===== config.mk =====
export PLATFORM = sky130hd
export DESIGN_NAME = bpu_out_reg
export DESIGN_NICKNAME = d
export VERILOG_FILES = /design/src/rtl/bpu_pkg.sv /design/src/rtl/bpu_out_reg.sv
export VERILOG_INCLUDE_DIRS = /design/src /design/src/rtl
export SDC_FILE = /design/constraint.sdc
export NUM_CORES = 1
export LEC_CHECK = 0
export BUFFER_PORTS_ARGS = -buffer_cell sky130_fd_sc_hd__buf_4
export CORE_ASPECT_RATIO = 1.1
export CORE_UTILIZATION = 42
export CTS_CLUSTER_SIZE = 8
export DETAILED_ROUTE_END_ITERATION = 8
export GPL_ROUTABILITY_DRIVEN = 0
export PLACE_DENSITY = 0.77
export SLEW_MARGIN = 20
export SYNTH_ARGS = -nofsm -noshare
export SYNTH_HDL_FRONTEND = slang
export SYNTH_SLANG_ARGS = --single-unit

===== constraint.sdc =====
create_clock -name clk -period 1.12 [get_ports clk]
set_input_delay 0.056 -clock clk [delete_from_list [all_inputs] [get_ports clk]]
set_output_delay 0.056 -clock clk [all_outputs]
set_load 0.03 [all_outputs]

===== src/rtl/bmp_pixel_unpacker_macros.svh =====
// Assertion macros shared by the bitmap pixel unpacker modules.
`ifndef BMP_PIXEL_UNPACKER_MACROS_SVH
`define BMP_PIXEL_UNPACKER_MACROS_SVH
`ifndef SYNTHESIS
// Same-cycle implication, checked on every rising edge outside reset.
`define BPU_ASSERT_IMP(lbl, clk_s, rst_s, ante, cons, msg) \
  lbl: assert property (@(posedge clk_s) disable iff (rst_s) (ante) |-> (cons)) \
    else $error(msg);
// Next-cycle implication.
`define BPU_ASSERT_NXT(lbl, clk_s, rst_s, ante, cons, msg) \
  lbl: assert property (@(posedge clk_s) disable iff (rst_s) (ante) |=> (cons)) \
    else $error(msg);
`else
`define BPU_ASSERT_IMP(lbl, clk_s, rst_s, ante, cons, msg)
`define BPU_ASSERT_NXT(lbl, clk_s, rst_s, ante, cons, msg)
`endif
`endif


===== src/rtl/bpu_pkg.sv =====
// Shared types and constants for the bitmap pixel unpacker.
package bpu_pkg;

  // Input word kinds
  localparam logic CMD_PIXEL   = 1'b0;
  localparam logic CMD_PALETTE = 1'b1;

  // Configuration register indexes
  localparam logic [1:0] REG_BPP    = 2'd0;
  localparam logic [1:0] REG_WIDTH  = 2'd1;
  localparam logic [1:0] REG_HEIGHT = 2'd2;

  // Supported pixel depths
  localparam logic [5:0] BPP_1  = 6'd1;
  localparam logic [5:0] BPP_4  = 6'd4;
  localparam logic [5:0] BPP_8  = 6'd8;
  localparam logic [5:0] BPP_24 = 6'd24;

  // Config field widths and reset values
  localparam int CFG_DIM_W = 13;
  localparam logic [5:0]  BPP_RESET    = 6'd24;
  localparam logic [12:0] WIDTH_RESET  = 13'd640;
  localparam logic [12:0] HEIGHT_RESET = 13'd480;

  // 24 bpp byte position
  localparam logic [1:0] PHASE_BLUE  = 2'd0;
  localparam logic [1:0] PHASE_GREEN = 2'd1;
  localparam logic [1:0] PHASE_RED   = 2'd2;

  // Where the color of an issued pixel comes from
  typedef enum logic [1:0] {
    SRC_DIRECT  = 2'd0,
    SRC_PALETTE = 2'd1,
    SRC_BLACK   = 2'd2
  } color_src_t;

  // One accepted input word
  typedef struct packed {
    logic       cmd;
    logic [7:0] data_byte;
    logic [7:0] palette_index;
    logic [7:0] red;
    logic [7:0] green;
    logic [7:0] blue;
  } in_word_t;

  // Palette write request
  typedef struct packed {
    logic        we;
    logic [7:0]  index;
    logic [23:0] rgb;
  } pal_wr_t;

  // One pixel result headed for the output register
  typedef struct packed {
    logic [11:0] x;
    logic [11:0] y;
    logic [7:0]  red;
    logic [7:0]  green;
    logic [7:0]  blue;
    logic [7:0]  pal_index;
    color_src_t  src;
    logic        last;
    logic        done;
    logic        status;
  } pix_req_t;

endpackage


===== src/rtl/bpu_out_reg.sv =====
// Output register: holds one pixel and picks its color source.
`include "bmp_pixel_unpacker_macros.svh"
module bpu_out_reg (
  input  logic              clk,
  input  logic              rst,
  input  logic              issue_valid,
  input  bpu_pkg::pix_req_t issue,
  output logic              out_free,
  input  logic [23:0]       pal_rgb,
  output logic              m_tvalid,
  input  logic              m_tready,
  output logic [47:0]       m_tdata,
  output logic              m_tlast,
  output logic [1:0]        m_tuser
);

  logic              b_valid;
  bpu_pkg::pix_req_t b_req;
  logic [7:0]        red, green, blue;

  assign out_free = !b_valid || m_tready;

  always_ff @(posedge clk) begin
    if (rst) begin
      b_valid <= 1'b0;
    end else if (out_free) begin
      b_valid <= issue_valid;
    end
  end

  always_ff @(posedge clk) begin
    if (issue_valid) begin
      b_req <= issue;
    end
  end

  // Color select: palette data arrives from the registered memory read
  always_comb begin
    case (b_req.src)
      bpu_pkg::SRC_DIRECT: begin
        red   = b_req.red;
        green = b_req.green;
        blue  = b_req.blue;
      end
      bpu_pkg::SRC_PALETTE: begin
        red   = pal_rgb[23:16];
        green = pal_rgb[15:8];
        blue  = pal_rgb[7:0];
      end
      default: begin
        red   = 8'd0;
        green = 8'd0;
        blue  = 8'd0;
      end
    endcase
  end

  assign m_tvalid = b_valid;
  assign m_tdata  = {blue, green, red, b_req.y, b_req.x};
  assign m_tlast  = b_req.last;
  assign m_tuser  = {b_req.status, b_req.done};

  `BPU_ASSERT_IMP(a_no_overrun, clk, rst, issue_valid, out_free, "pixel issued into a full output register")
  `BPU_ASSERT_IMP(a_err_black, clk, rst, b_valid && b_req.status, b_req.src == bpu_pkg::SRC_DIRECT && b_req.red == 8'd0 && b_req.green == 8'd0 && b_req.blue == 8'd0, "error result carries color")

endmodule


==> metrics.md <==
| Metric | Value |
|---|---|
| Clock sinks | 54 |
| Power after layout | 5.03 mW |
| Placed wire-length estimate | 3540 um |
| CTS Buffer Depth | 2 |
| Power per cell area | 1290 nW/um^2 |
| Fin crit share | 130% |
| Max-slew headroom | 86.5% |
| Hold Fails Final Rpt | 0 |
| Shortest period the worst path allows | 1.46 ns |
| Latest clock arrival within the worst-skew pair | 0.29 ns |
| Synthesized area | 2210 sq um |
| Wire per inst | 16.7 um |
| Mapped Nets | 225 |
| Setup Skew | 0 ns |
| CTS tree | done |
| Largest net degree at the start of global routing | 28 |
| Multi-input gate area | 392 sq um |
| Post-Layout Inst Area | 3910 sq um |
| Peak supply drop | 0.00122 V |
| Cell taking the most area after synthesis | edfxtp_1 |
| H-tree levels | 2 |
| P_leak | 1.72 nW |
| Worst Hold Class | in2reg |
| All-Layer GR Usage | 22.2% |
| Critical path type | reg2out |
| Final setup violation count | 24 |
| Failing checks | DRC, setup timing |
| Final setup margin | -0.339 ns |
| FP Rows | 27 |
| Fillers | 305 |
| Initial Util | 43.9% |
| Area of the die | 5560 sq um |
| Area post-placement | 3160 sq um |
| Root Buffer | clkbuf_8 |
| TritonRoute pass-1 iters | 6 |
| Synth top area share | 72.0% |
| Most frequent cells in the layout | buf_4, dlygate4sd3_1, edfxtp_1 |
| CTS clock-pin slew for the worst setup and hold paths | 0.10 ns |
| RSZ-0062 raised after global routing | true |
| Synth warnings | 0 |
| Cts bufs inserted | 5 |
| DR vias | 1691 |
| Area growth from synthesis to layout | 76.7% |
| Arr. time, crit path | 1.40 ns |
| Synth unique cells | 11 |
| Synth Instances | 136 |
| Nets | 395 |
| Die Wd | 71.2 um |
| Slew Limit Fails | 0 |
| Initial antenna violation count | 0 |
| 1st-iter DRT viols | 106 |
| Crit path required time | 1.06 ns |
| Max_cap viols | 0 |
| Vias in the first global route | 1915 |
| First-pass GRT wire length | 9050 um |
| Placed cell count | 301 |
| N_diodes | 0 |
| Post-Syn Area per Cell | 16.3 sq um |
| DRC errors left | 7 |
| Core Area | 5030 sq um |
| Slew @ Worst Pin | 0.197 ns |
| Hold path depth | 3 |
| Seq/Total Area, Yosys | 72.9% |
| Antenna-violating nets left | 0 |
| Cell Count, Final, Fillers Out | 365 |
| Outcome | finished, violations left |
| Grt total ovfl | 0 |
| Worst Reg-to-Reg Cells | 2 |
| DRT Wirelength | 6110 um |
| Synth Register Bits | 54 |
| Vias per Instance | 4.63 |
| CP max FO | 10 |
| Main area contributors after synthesis | edfxtp_1, mux2i_1, buf_4 |
| # port buffers | 133 |
| Die Span Y | 78.1 um |
| Startpoint types | flip-flop |
| Share of post-route cells with drive strength above 1 | 52.8% |
| Boundary Pins | 142 |
| Max Freq | 685 MHz |
| Reg area | 1610 sq um |
| Final Core Density | 77.6% |
| Commonest non-fill, non-tap cell in the layout | buf_4 |
| Crit. End Element | output pin |
-- timing repair --
| action | 4_1_cts | 5_1_grt |
|---|---|---|
| pin swaps | 0 | 1 |
| endpoints found under the hold margin | 54 | 0 |
| setup buffers | 0 | 1 |
| endpoints found under the setup margin | 24 | 24 |
| resized for setup | 9 | 7 |
| hold buffers | 54 | 0 |
| cloned | 0 | 1 |
-- final cells by class --
| class | instances | area share, % |
|---|---|---|
| Clock inverter | 2 | 0.961 |
| Sequential cell | 54 | 41.3 |
| Clock buffer | 6 | 1.86 |
| Timing Repair Buffer | 194 | 43.9 |
| Multi-Input combinational cell | 50 | 10.0 |
| Tap cell | 58 | 1.86 |
| Inverter | 1 | 0.0961 |
-- critical path, cell delays in order, from the launching register on --
cell	delay, ns
edfxtp_1	0.40
buf_6	0.15
buf_12	0.15
mux2i_4	0.18
nor2_2	0.09
buf_6	0.14
-- final timing paths --
kind | from | slack [ns] | end
worst min register to register | m_tvalid$_SDFFE_PP0P_ | 0.53 | m_tvalid$_SDFFE_PP0P_
worst max register to register | m_tvalid$_SDFFE_PP0P_ | 0.49 | m_tvalid$_SDFFE_PP0P_
worst max-delay path | b_req[3]$_DFFE_PP_ | -0.34 | m_tdata[30]
worst min-delay path | m_tready | 0.07 | m_tvalid$_SDFFE_PP0P_
-- flip-flops by register name (all words and copies together), names as in the netlist --
register / count
b_req: 26
m_tdata: 24
m_tuser: 2
m_tlast: 1
m_tvalid: 1
-- power by group --
| part | total [mW] | leakage, nW | switching [mW] | internal, mW |
|---|---|---|---|---|
| combinational | 1.31 | 1.14 | 0.650 | 0.665 |
| clock | 1.27 | 0.0514 | 0.598 | 0.667 |
| sequential | 2.45 | 0.527 | 0.0566 | 2.39 |
-- synthesized netlist by cell type --
cell and instances:
buf_4 26, dfxtp_1 1, inv_1 1, clkbuf_1 2
mux2i_1 24, buf_6 1, buf_12 2, a21oi_1 1
edfxtp_1 53, nor2_1 24, nand2b_1 1
-- per-layer routing --
layer / share of wire (%) / track usage, % / vias up / wire, um
met4: 2.1 / 8.40 / 0 / 128
li1: - / - / 796 / -
met3: 9.5 / 8.99 / 10 / 582
met1: 33 / 22.0 / 781 / 2020
met5: 0 / 0 / - / 0
met2: 55 / 40.7 / 104 / 3380
-- per-stage QoR --
stage	setup slack, ns	setup TNS [ns]	hold WS, ns
2_1_floorplan	-0.0995	-0.796	0.125
3_3_place_gp	0.0276	0	0.209
3_5_place_dp	0.00764	0	0.214
4_1_cts	-0.325	-6.96	0.0328
5_1_grt	-0.391	-8.77	0.0455
6_report	-0.339	-7.28	0.0673
-- kinds of logic after synthesis --
group,count (synthesis),share of synthesized area [%]
flip-flops,54,72.9
AND/OR/NAND/NOR,25,4.36
multiplexers,24,10.9
AO/OA/AOI/OAI,1,0.226
buffers and inverters,32,11.7
Note: power is estimated with default switching activity, not from simulation.
