===== src/rtl/bmp_pixel_unpacker_macros.svh =====
// Assertion macros shared by the bitmap pixel unpacker modules.
`ifndef BMP_PIXEL_UNPACKER_MACROS_SVH
`define BMP_PIXEL_UNPACKER_MACROS_SVH
`ifndef SYNTHESIS
// Same-cycle implication, checked on every rising edge outside reset.
`define BPU_ASSERT_IMP(lbl, clk_s, rst_s, ante, cons, msg) \
  lbl: assert property (@(posedge clk_s) disable iff (rst_s) (ante) |-> (cons)) \
    else $error(msg);
// Next-cycle implication.
`define BPU_ASSERT_NXT(lbl, clk_s, rst_s, ante, cons, msg) \
  lbl: assert property (@(posedge clk_s) disable iff (rst_s) (ante) |=> (cons)) \
    else $error(msg);
`else
`define BPU_ASSERT_IMP(lbl, clk_s, rst_s, ante, cons, msg)
`define BPU_ASSERT_NXT(lbl, clk_s, rst_s, ante, cons, msg)
`endif
`endif


===== src/rtl/bpu_pkg.sv =====
// Shared types and constants for the bitmap pixel unpacker.
package bpu_pkg;

  // Input word kinds
  localparam logic CMD_PIXEL   = 1'b0;
  localparam logic CMD_PALETTE = 1'b1;

  // Configuration register indexes
  localparam logic [1:0] REG_BPP    = 2'd0;
  localparam logic [1:0] REG_WIDTH  = 2'd1;
  localparam logic [1:0] REG_HEIGHT = 2'd2;

  // Supported pixel depths
  localparam logic [5:0] BPP_1  = 6'd1;
  localparam logic [5:0] BPP_4  = 6'd4;
  localparam logic [5:0] BPP_8  = 6'd8;
  localparam logic [5:0] BPP_24 = 6'd24;

  // Config field widths and reset values
  localparam int CFG_DIM_W = 13;
  localparam logic [5:0]  BPP_RESET    = 6'd24;
  localparam logic [12:0] WIDTH_RESET  = 13'd640;
  localparam logic [12:0] HEIGHT_RESET = 13'd480;

  // 24 bpp byte position
  localparam logic [1:0] PHASE_BLUE  = 2'd0;
  localparam logic [1:0] PHASE_GREEN = 2'd1;
  localparam logic [1:0] PHASE_RED   = 2'd2;

  // Where the color of an issued pixel comes from
  typedef enum logic [1:0] {
    SRC_DIRECT  = 2'd0,
    SRC_PALETTE = 2'd1,
    SRC_BLACK   = 2'd2
  } color_src_t;

  // One accepted input word
  typedef struct packed {
    logic       cmd;
    logic [7:0] data_byte;
    logic [7:0] palette_index;
    logic [7:0] red;
    logic [7:0] green;
    logic [7:0] blue;
  } in_word_t;

  // Palette write request
  typedef struct packed {
    logic        we;
    logic [7:0]  index;
    logic [23:0] rgb;
  } pal_wr_t;

  // One pixel result headed for the output register
  typedef struct packed {
    logic [11:0] x;
    logic [11:0] y;
    logic [7:0]  red;
    logic [7:0]  green;
    logic [7:0]  blue;
    logic [7:0]  pal_index;
    color_src_t  src;
    logic        last;
    logic        done;
    logic        status;
  } pix_req_t;

endpackage


===== src/rtl/bpu_seq.sv =====
// Word sequencer: holds one input word, walks its pixels, keeps row and column counters.
`include "bmp_pixel_unpacker_macros.svh"
module bpu_seq #(
  parameter int MAX_WIDTH     = 4096,
  parameter int MAX_HEIGHT    = 4096,
  parameter int PALETTE_DEPTH = 256
) (
  input  logic                                        clk,
  input  logic                                        rst,
  input  logic                                        in_valid,
  output logic                                        in_ready,
  input  bpu_pkg::in_word_t                           in_word,
  input  logic [5:0]                                  bpp,
  input  logic [$clog2(MAX_WIDTH+1)-1:0]              w,
  input  logic [$clog2(MAX_HEIGHT+1)-1:0]             h,
  input  logic [$clog2(MAX_WIDTH*24+1)-1:0]           padded,
  input  logic                                        out_free,
  output logic                                        issue_valid,
  output bpu_pkg::pix_req_t                           issue,
  output bpu_pkg::pal_wr_t                            pal_wr
);

  localparam int WW  = $clog2(MAX_WIDTH+1);
  localparam int WW1 = WW + 1;
  localparam int HW  = $clog2(MAX_HEIGHT+1);
  localparam int HW1 = HW + 1;
  localparam int BW  = $clog2(MAX_WIDTH*24+1);
  localparam int RBW = $clog2(MAX_WIDTH*3+4);

  // Held word and sub-pixel position within it
  logic              a_valid;
  bpu_pkg::in_word_t a_word;
  logic [2:0]        sub;

  // Image position state
  logic [WW-1:0]  column_count, column_count_next;
  logic [HW-1:0]  row_count, row_count_next;
  logic [RBW-1:0] row_byte_count, row_byte_count_next;
  logic [15:0]    partial_rgb, partial_rgb_next;
  logic [1:0]     byte_phase, byte_phase_next;
  logic [2:0]     sub_next;

  logic           supported;
  logic           col_in;
  logic           last_col;
  logic [WW1-1:0] col_p1;
  logic           emits;
  logic           finish;
  logic           pixel_step;
  logic           advance;
  logic [7:0]     pix_index;
  logic [HW-1:0]  y_full;
  logic [BW-1:0]  rbc_inc;
  logic           row_end;
  logic [WW-1:0]  col_after;

  assign supported = bpp inside {bpu_pkg::BPP_1, bpu_pkg::BPP_4, bpu_pkg::BPP_8,
                                 bpu_pkg::BPP_24};
  assign col_in    = column_count < w;
  assign col_p1    = WW1'(column_count) + WW1'(1);
  assign last_col  = col_p1 >= WW1'(w);
  assign y_full    = (row_count < h) ? (h - HW'(1) - row_count) : '0;

  // What this slot does with the held word
  always_comb begin
    emits      = 1'b0;
    finish     = 1'b1;
    pixel_step = 1'b0;
    pix_index  = a_word.data_byte;
    if (a_word.cmd == bpu_pkg::CMD_PALETTE) begin
      emits = 1'b0;
    end else if (!supported) begin
      emits = 1'b1;
    end else if (col_in) begin
      case (bpp)
        bpu_pkg::BPP_1: begin
          emits      = 1'b1;
          pixel_step = 1'b1;
          pix_index  = {7'd0, a_word.data_byte[3'd7 - sub]};
          finish     = (sub == 3'd7) || last_col;
        end
        bpu_pkg::BPP_4: begin
          emits      = 1'b1;
          pixel_step = 1'b1;
          pix_index  = sub[0] ? {4'd0, a_word.data_byte[3:0]}
                              : {4'd0, a_word.data_byte[7:4]};
          finish     = sub[0] || last_col;
        end
        bpu_pkg::BPP_8: begin
          emits      = 1'b1;
          pixel_step = 1'b1;
        end
        default: begin
          emits      = (byte_phase == bpu_pkg::PHASE_RED);
          pixel_step = (byte_phase == bpu_pkg::PHASE_RED);
        end
      endcase
    end
  end

  assign advance     = a_valid && (!emits || out_free);
  assign in_ready    = !a_valid || (advance && finish);
  assign issue_valid = advance && emits;

  // Result for this slot
  always_comb begin
    issue           = '0;
    issue.x         = 12'(column_count);
    issue.y         = 12'(y_full);
    issue.pal_index = pix_index;
    issue.last      = finish;
    issue.done      = last_col && (HW1'(row_count) + HW1'(1) >= HW1'(h));
    if (!supported) begin
      issue.x    = '0;
      issue.y    = '0;
      issue.done = 1'b0;
      issue.src  = bpu_pkg::SRC_DIRECT;
      issue.status = 1'b1;
    end else if (bpp == bpu_pkg::BPP_24) begin
      issue.src   = bpu_pkg::SRC_DIRECT;
      issue.red   = a_word.data_byte;
      issue.green = partial_rgb[15:8];
      issue.blue  = partial_rgb[7:0];
    end else if ({1'b0, pix_index} < 9'(PALETTE_DEPTH)) begin
      issue.src = bpu_pkg::SRC_PALETTE;
    end else begin
      issue.src = bpu_pkg::SRC_BLACK;
    end
  end

  // Palette writes take a slot of their own, in word order
  always_comb begin
    pal_wr.we    = advance && (a_word.cmd == bpu_pkg::CMD_PALETTE) &&
                   ({1'b0, a_word.palette_index} < 9'(PALETTE_DEPTH));
    pal_wr.index = a_word.palette_index;
    pal_wr.rgb   = {a_word.red, a_word.green, a_word.blue};
  end

  // Counter updates
  assign rbc_inc   = BW'(row_byte_count) + BW'(1);
  assign row_end   = rbc_inc >= padded;
  assign col_after = pixel_step ? WW'(col_p1) : column_count;

  always_comb begin
    column_count_next   = column_count;
    row_count_next      = row_count;
    row_byte_count_next = row_byte_count;
    partial_rgb_next    = partial_rgb;
    byte_phase_next     = byte_phase;
    sub_next            = sub;
    if (advance && (a_word.cmd == bpu_pkg::CMD_PIXEL) && supported) begin
      if (!finish) begin
        column_count_next = col_after;
        sub_next          = sub + 3'd1;
      end else begin
        sub_next = 3'd0;
        if (row_end) begin
          column_count_next   = '0;
          row_byte_count_next = '0;
          partial_rgb_next    = '0;
          byte_phase_next     = bpu_pkg::PHASE_BLUE;
          row_count_next      = (HW1'(row_count) + HW1'(1) >= HW1'(h)) ? '0
                                : row_count + HW'(1);
        end else begin
          column_count_next   = col_after;
          row_byte_count_next = RBW'(rbc_inc);
          if (col_in && (bpp == bpu_pkg::BPP_24)) begin
            case (byte_phase)
              bpu_pkg::PHASE_BLUE: begin
                partial_rgb_next = {8'd0, a_word.data_byte};
                byte_phase_next  = bpu_pkg::PHASE_GREEN;
              end
              bpu_pkg::PHASE_GREEN: begin
                partial_rgb_next = {a_word.data_byte, partial_rgb[7:0]};
                byte_phase_next  = bpu_pkg::PHASE_RED;
              end
              default: begin
                partial_rgb_next = '0;
                byte_phase_next  = bpu_pkg::PHASE_BLUE;
              end
            endcase
          end
        end
      end
    end
  end

  // Held word register
  always_ff @(posedge clk) begin
    if (rst) begin
      a_valid <= 1'b0;
    end else if (in_ready) begin
      a_valid <= in_valid;
    end
  end

  always_ff @(posedge clk) begin
    if (in_ready && in_valid) begin
      a_word <= in_word;
    end
  end

  // Position state
  always_ff @(posedge clk) begin
    if (rst) begin
      sub            <= 3'd0;
      column_count   <= '0;
      row_count      <= '0;
      row_byte_count <= '0;
      partial_rgb    <= '0;
      byte_phase     <= bpu_pkg::PHASE_BLUE;
    end else begin
      sub            <= sub_next;
      column_count   <= column_count_next;
      row_count      <= row_count_next;
      row_byte_count <= row_byte_count_next;
      partial_rgb    <= partial_rgb_next;
      byte_phase     <= byte_phase_next;
    end
  end

  `BPU_ASSERT_IMP(a_err_is_last, clk, rst, issue_valid && issue.status, issue.last, "error result not marked last")
  `BPU_ASSERT_IMP(a_done_is_last, clk, rst, issue_valid && issue.done, issue.last, "image end inside a byte")
  `BPU_ASSERT_IMP(a_sub_multi, clk, rst, sub != 3'd0, a_valid && (a_word.cmd == bpu_pkg::CMD_PIXEL) && (bpp == bpu_pkg::BPP_1 || bpp == bpu_pkg::BPP_4), "sub-pixel position outside a packed byte")

endmodule


===== config.mk =====
export PLATFORM = sky130hd
export DESIGN_NAME = bpu_seq
export DESIGN_NICKNAME = d
export VERILOG_FILES = /design/src/rtl/bpu_pkg.sv /design/src/rtl/bpu_seq.sv
export VERILOG_INCLUDE_DIRS = /design/src /design/src/rtl
export SDC_FILE = /design/constraint.sdc
export NUM_CORES = 1
export LEC_CHECK = 0
export ABC_AREA = 1
export BUFFER_PORTS_ARGS = -buffer_cell sky130_fd_sc_hd__buf_2
export CAP_MARGIN = 40
export CORE_MARGIN = 4
export CORE_UTILIZATION = 55
export DETAILED_ROUTE_END_ITERATION = 12
export GPL_ROUTABILITY_DRIVEN = 0
export PLACE_DENSITY = 0.82
export SYNTH_ARGS = -nofsm -noshare
export SYNTH_HDL_FRONTEND = slang
export SYNTH_SLANG_ARGS = --single-unit

===== constraint.sdc =====
create_clock -name clk -period 5 [get_ports clk]
set_input_delay 1 -clock clk [delete_from_list [all_inputs] [get_ports clk]]
set_output_delay 1 -clock clk [all_outputs]
set_load 0.005 [all_outputs]

==> summary.md <==
| Metric | Value |
|---|---|
| Die height | `between 100 and 150 um` |
| Largest net degree at the start of global routing | `32` |
| Initial antenna violation count | `0` |
| Leakage | `4.69 nW` |
| Sink Count | `103` |
| Root Driver | `clkbuf_16` |
| # Post-CTS Setup Buffers | `0` |
| Post-synthesis instance total | `between 1,000 and 1,500` |
| Die area | `16,100 um^2` |
| Startpoint Class | `flip-flop` |
| Placed cell count | `1,368` |
| CP dominant cell by count | `inv_1` |
| Most used flip-flop cell after synthesis | `dfxtp_1` |
| Finished Layout Cells | `1,384` |
| Vias per cell | `5.09` |
| CTS tree | `yes` |
| I/O pins | `190` |
| Sequential area share after synthesis | `0.318` |
| Critical path fanouts, max | `10` |
| Diodes inserted | `0` |
| RSZ-0062 raised after global routing | `no` |
| Synth Register Bits | `103` |
| Worst skew pair latency | `0.35 ns` |
| Syn Area/Cell | `7.40 um^2` |
| Fraction of layout cells with a size suffix above 1 | `0.207` |
| Routed WL per cell | `13.5 um` |
| Number of global-route vias before repair | `6,772` |
| Core area | `13,800 um^2` |
| Distinct cells, synth | `47` |
| Clk buf depth | `2` |
| Total power per unit cell area | `206 nW/um^2` |
| # rows | `43` |
| DRT Pass-1 Iters | `5` |
| Crit path largest cell delay | `0.48 ns` |
| Synth async-reset ratio | `0` |
| Net Count, Synth | `1,226` |
| Max-Cap Viols | `0` |
| Iter 0 DRT Violations | `509` |
| Delay-heaviest family, CP | `simple AND/OR/NAND/NOR gates` |
| Slowest CP cell | `dfxtp_1` |
| Post-synth EDFFs | `41` |
| Initial Util | `0.561` |
| Fillers | `between 1,000 and 1,500` |
| Clock Pin Slew Worst Setup and Hold Paths | `0.08 ns` |
| Status | `complete, no violations` |
| Clock Skew | `0.00796 ns` |
| Total number of vias | `7,038` |
| Arr. time, crit path | `around 3.6 ns` |
| DRC viols | `0` |
| # setup viols final | `0` |
| Gr ovfl total | `0` |
| Time the worst path needs with I/O delays and setup | `4.57 ns` |
| VDD IR max | `0.238 mV` |
| First-pass GRT wire length | `slightly above 30 mm` |
| Min-delay worst type | `flip-flop to flip-flop` |
| Kind of critical path | `flip-flop to output pin` |
| GRT Util Overall | `0.233` |
| Fin crit share | `0.915` |
| Area grow syn2layout | `14.8%` |
| Crit path capture type | `output pin` |
| Post-CTS Hold Fix Bufs | `0` |
| Ys Warns | `0` |
| Max-Slew Margin vs Limit | `0.651` |
| Slew @ Worst Pin | `roughly 0.52 ns` |
| Post_cts resized | `0` |
| Max Freq | `219 MHz` |
| H-tree depth | `3` |
| Slew Viols, Final | `0` |
| Dpl hpwl | `15.4 mm` |
| CP bufs+invs | `7` |
| Cell area after synthesis | `approximately 7800 um^2` |
| Die span in x | `127 um` |
| Critical path required time | `4.00 ns` |
| Drt total wl | `roughly 19 mm` |
| DRT antenna net count | `0` |
| Critical-path cell list | `ha_1 > nand2_1 > inv_1 > nand3_1 > nor2_1 > inv_1 > nor2_1 > nand3_1 > xor2_1 > inv_1 > ha_1 > inv_1 > nor2_1 > nand3_1 > nand2_1 > inv_1 > nand3_1 > clkinvlp_4 > nor3_1 > buf_2` |
| IO buf count | `188` |
| Setup_tns | `0 ns` |
| Hold Fails Final Rpt | `0` |
| Fin nets | `about 1,400` |
| Num CTS Buffers | `9` |
-- stage by stage --
stage                     setup slack (ns)  cell area [um^2]  power [mW]  hold WS (ns)   util
after floorplan                       1.16              7760        1.07         0.446      -
after global placement               0.839              8570        1.14         0.456  0.620
after detailed placement             0.775              8600        1.15         0.459  0.622
after CTS                            0.411              8910        1.85         0.470  0.644
after global routing                0.0475              8910        1.92         0.490  0.645
final                                0.426              8910        1.83         0.470  0.645
-- synth_stat cells (all sizes together) (2+ instances only) --
cell type / number / area, um^2
nor4: 2 / 12.5
o21ai: 57 / 285
o22ai: 3 / 18.8
ha: 82 / 1030
inv: 190 / 718
edfxtp: 41 / 1230
xnor2: 5 / 43.8
dfxtp: 62 / 1240
o211ai: 2 / 15.0
nor3: 14 / 75.1
a211oi: 2 / 15.0
o21bai: 3 / 22.5
a21o: 2 / 15.0
buf: 45 / 350
o31ai: 2 / 15.0
nand3b: 3 / 22.5
a21oi: 45 / 225
clkbuf: 7 / 26.3
xor2: 30 / 263
nand2: 182 / 708
nand4: 40 / 287
nand3: 54 / 328
nor2: 168 / 756
-- routing by layer --
| layer | share of wire | vias up | routed length [um] | track usage |
|---|---|---|---|---|
| li1 | - | 3645 | - | - |
| met1 | 0.44 | 3151 | 8250 | 0.286 |
| met2 | 0.47 | 212 | 8770 | 0.400 |
| met3 | 0.072 | 30 | 1350 | 0.0560 |
| met4 | 0.020 | 0 | 370 | 0.0789 |
| met5 | 0 | - | 0 | 0 |
-- tightest hold or removal path, delay by kind of cell (launching register included) --
| family | cells | cell delay [ns] |
|---|---|---|
| simple gates | 2 | 0.11 |
| flops | 1 | 0.31 |
-- cells in the final DEF, fill, tap and decap left out, types with 3 or more instances in the layout --
cell / count
nor2_1: 154
nand2_2: 7
buf_2: 188
nand3_1: 47
inv_1: 183
nand3b_1: 3
clkinv_8: 3
nand3_2: 4
dfxtp_1: 62
o22ai_1: 3
nand3_4: 3
a21oi_1: 45
nand2_1: 174
xor2_1: 30
nor3_1: 13
nor2_2: 3
inv_2: 5
o21bai_1: 3
nand4_1: 37
edfxtp_1: 41
nor2_4: 7
nor2_8: 4
xnor2_1: 5
clkbuf_16: 9
o21ai_0: 46
o21ai_1: 11
ha_1: 82
-- layout make-up --
type,instances,area (um^2),area share
multi-input cells,703,4190,0.471
flip-flops and latches,103,2470,0.277
repair buffers,191,983,0.110
inverters,191,726,0.0814
clock buffers,9,225,0.0253
well taps,180,225,0.0253
clock inverters,7,86.3,0.00969
-- cells by family after synthesis --
logic type | count (synthesis) | share of synthesized area
fa+ha+maj | 83 | 0.135
xor+xnor | 35 | 0.0395
other cells | 1 | 0.000483
compound gates | 118 | 0.0809
flops | 103 | 0.318
buf+inv | 243 | 0.141
simple gates | 466 | 0.284
-- where the power goes --
part,leakage [nW],switching (mW),internal [mW],total (mW)
sequential,0.893,0.0116,0.899,0.911
clock,0.151,0.348,0.359,0.707
combinational,3.65,0.128,0.0875,0.216
-- final timing paths --
path / from / to / slack (ns) / cells after the start
min: partial_rgb[0] / partial_rgb[0] / 0.47 / 2
min reg2reg: partial_rgb[0] / partial_rgb[0] / 0.47 / 2
max reg2reg: column_count[1] / pal_wr[13] / 0.90 / 18
max: row_count[1] / issue[1] / 0.43 / 20
-- state kept, by name, indices dropped and copies added (netlist names) --
register	count
pal_wr	32
partial_rgb	16
row_byte_count	14
column_count	13
row_count	13
a_word	9
sub	3
byte_phase	2
a_valid	1
Power figures use the tool's default switching activity.
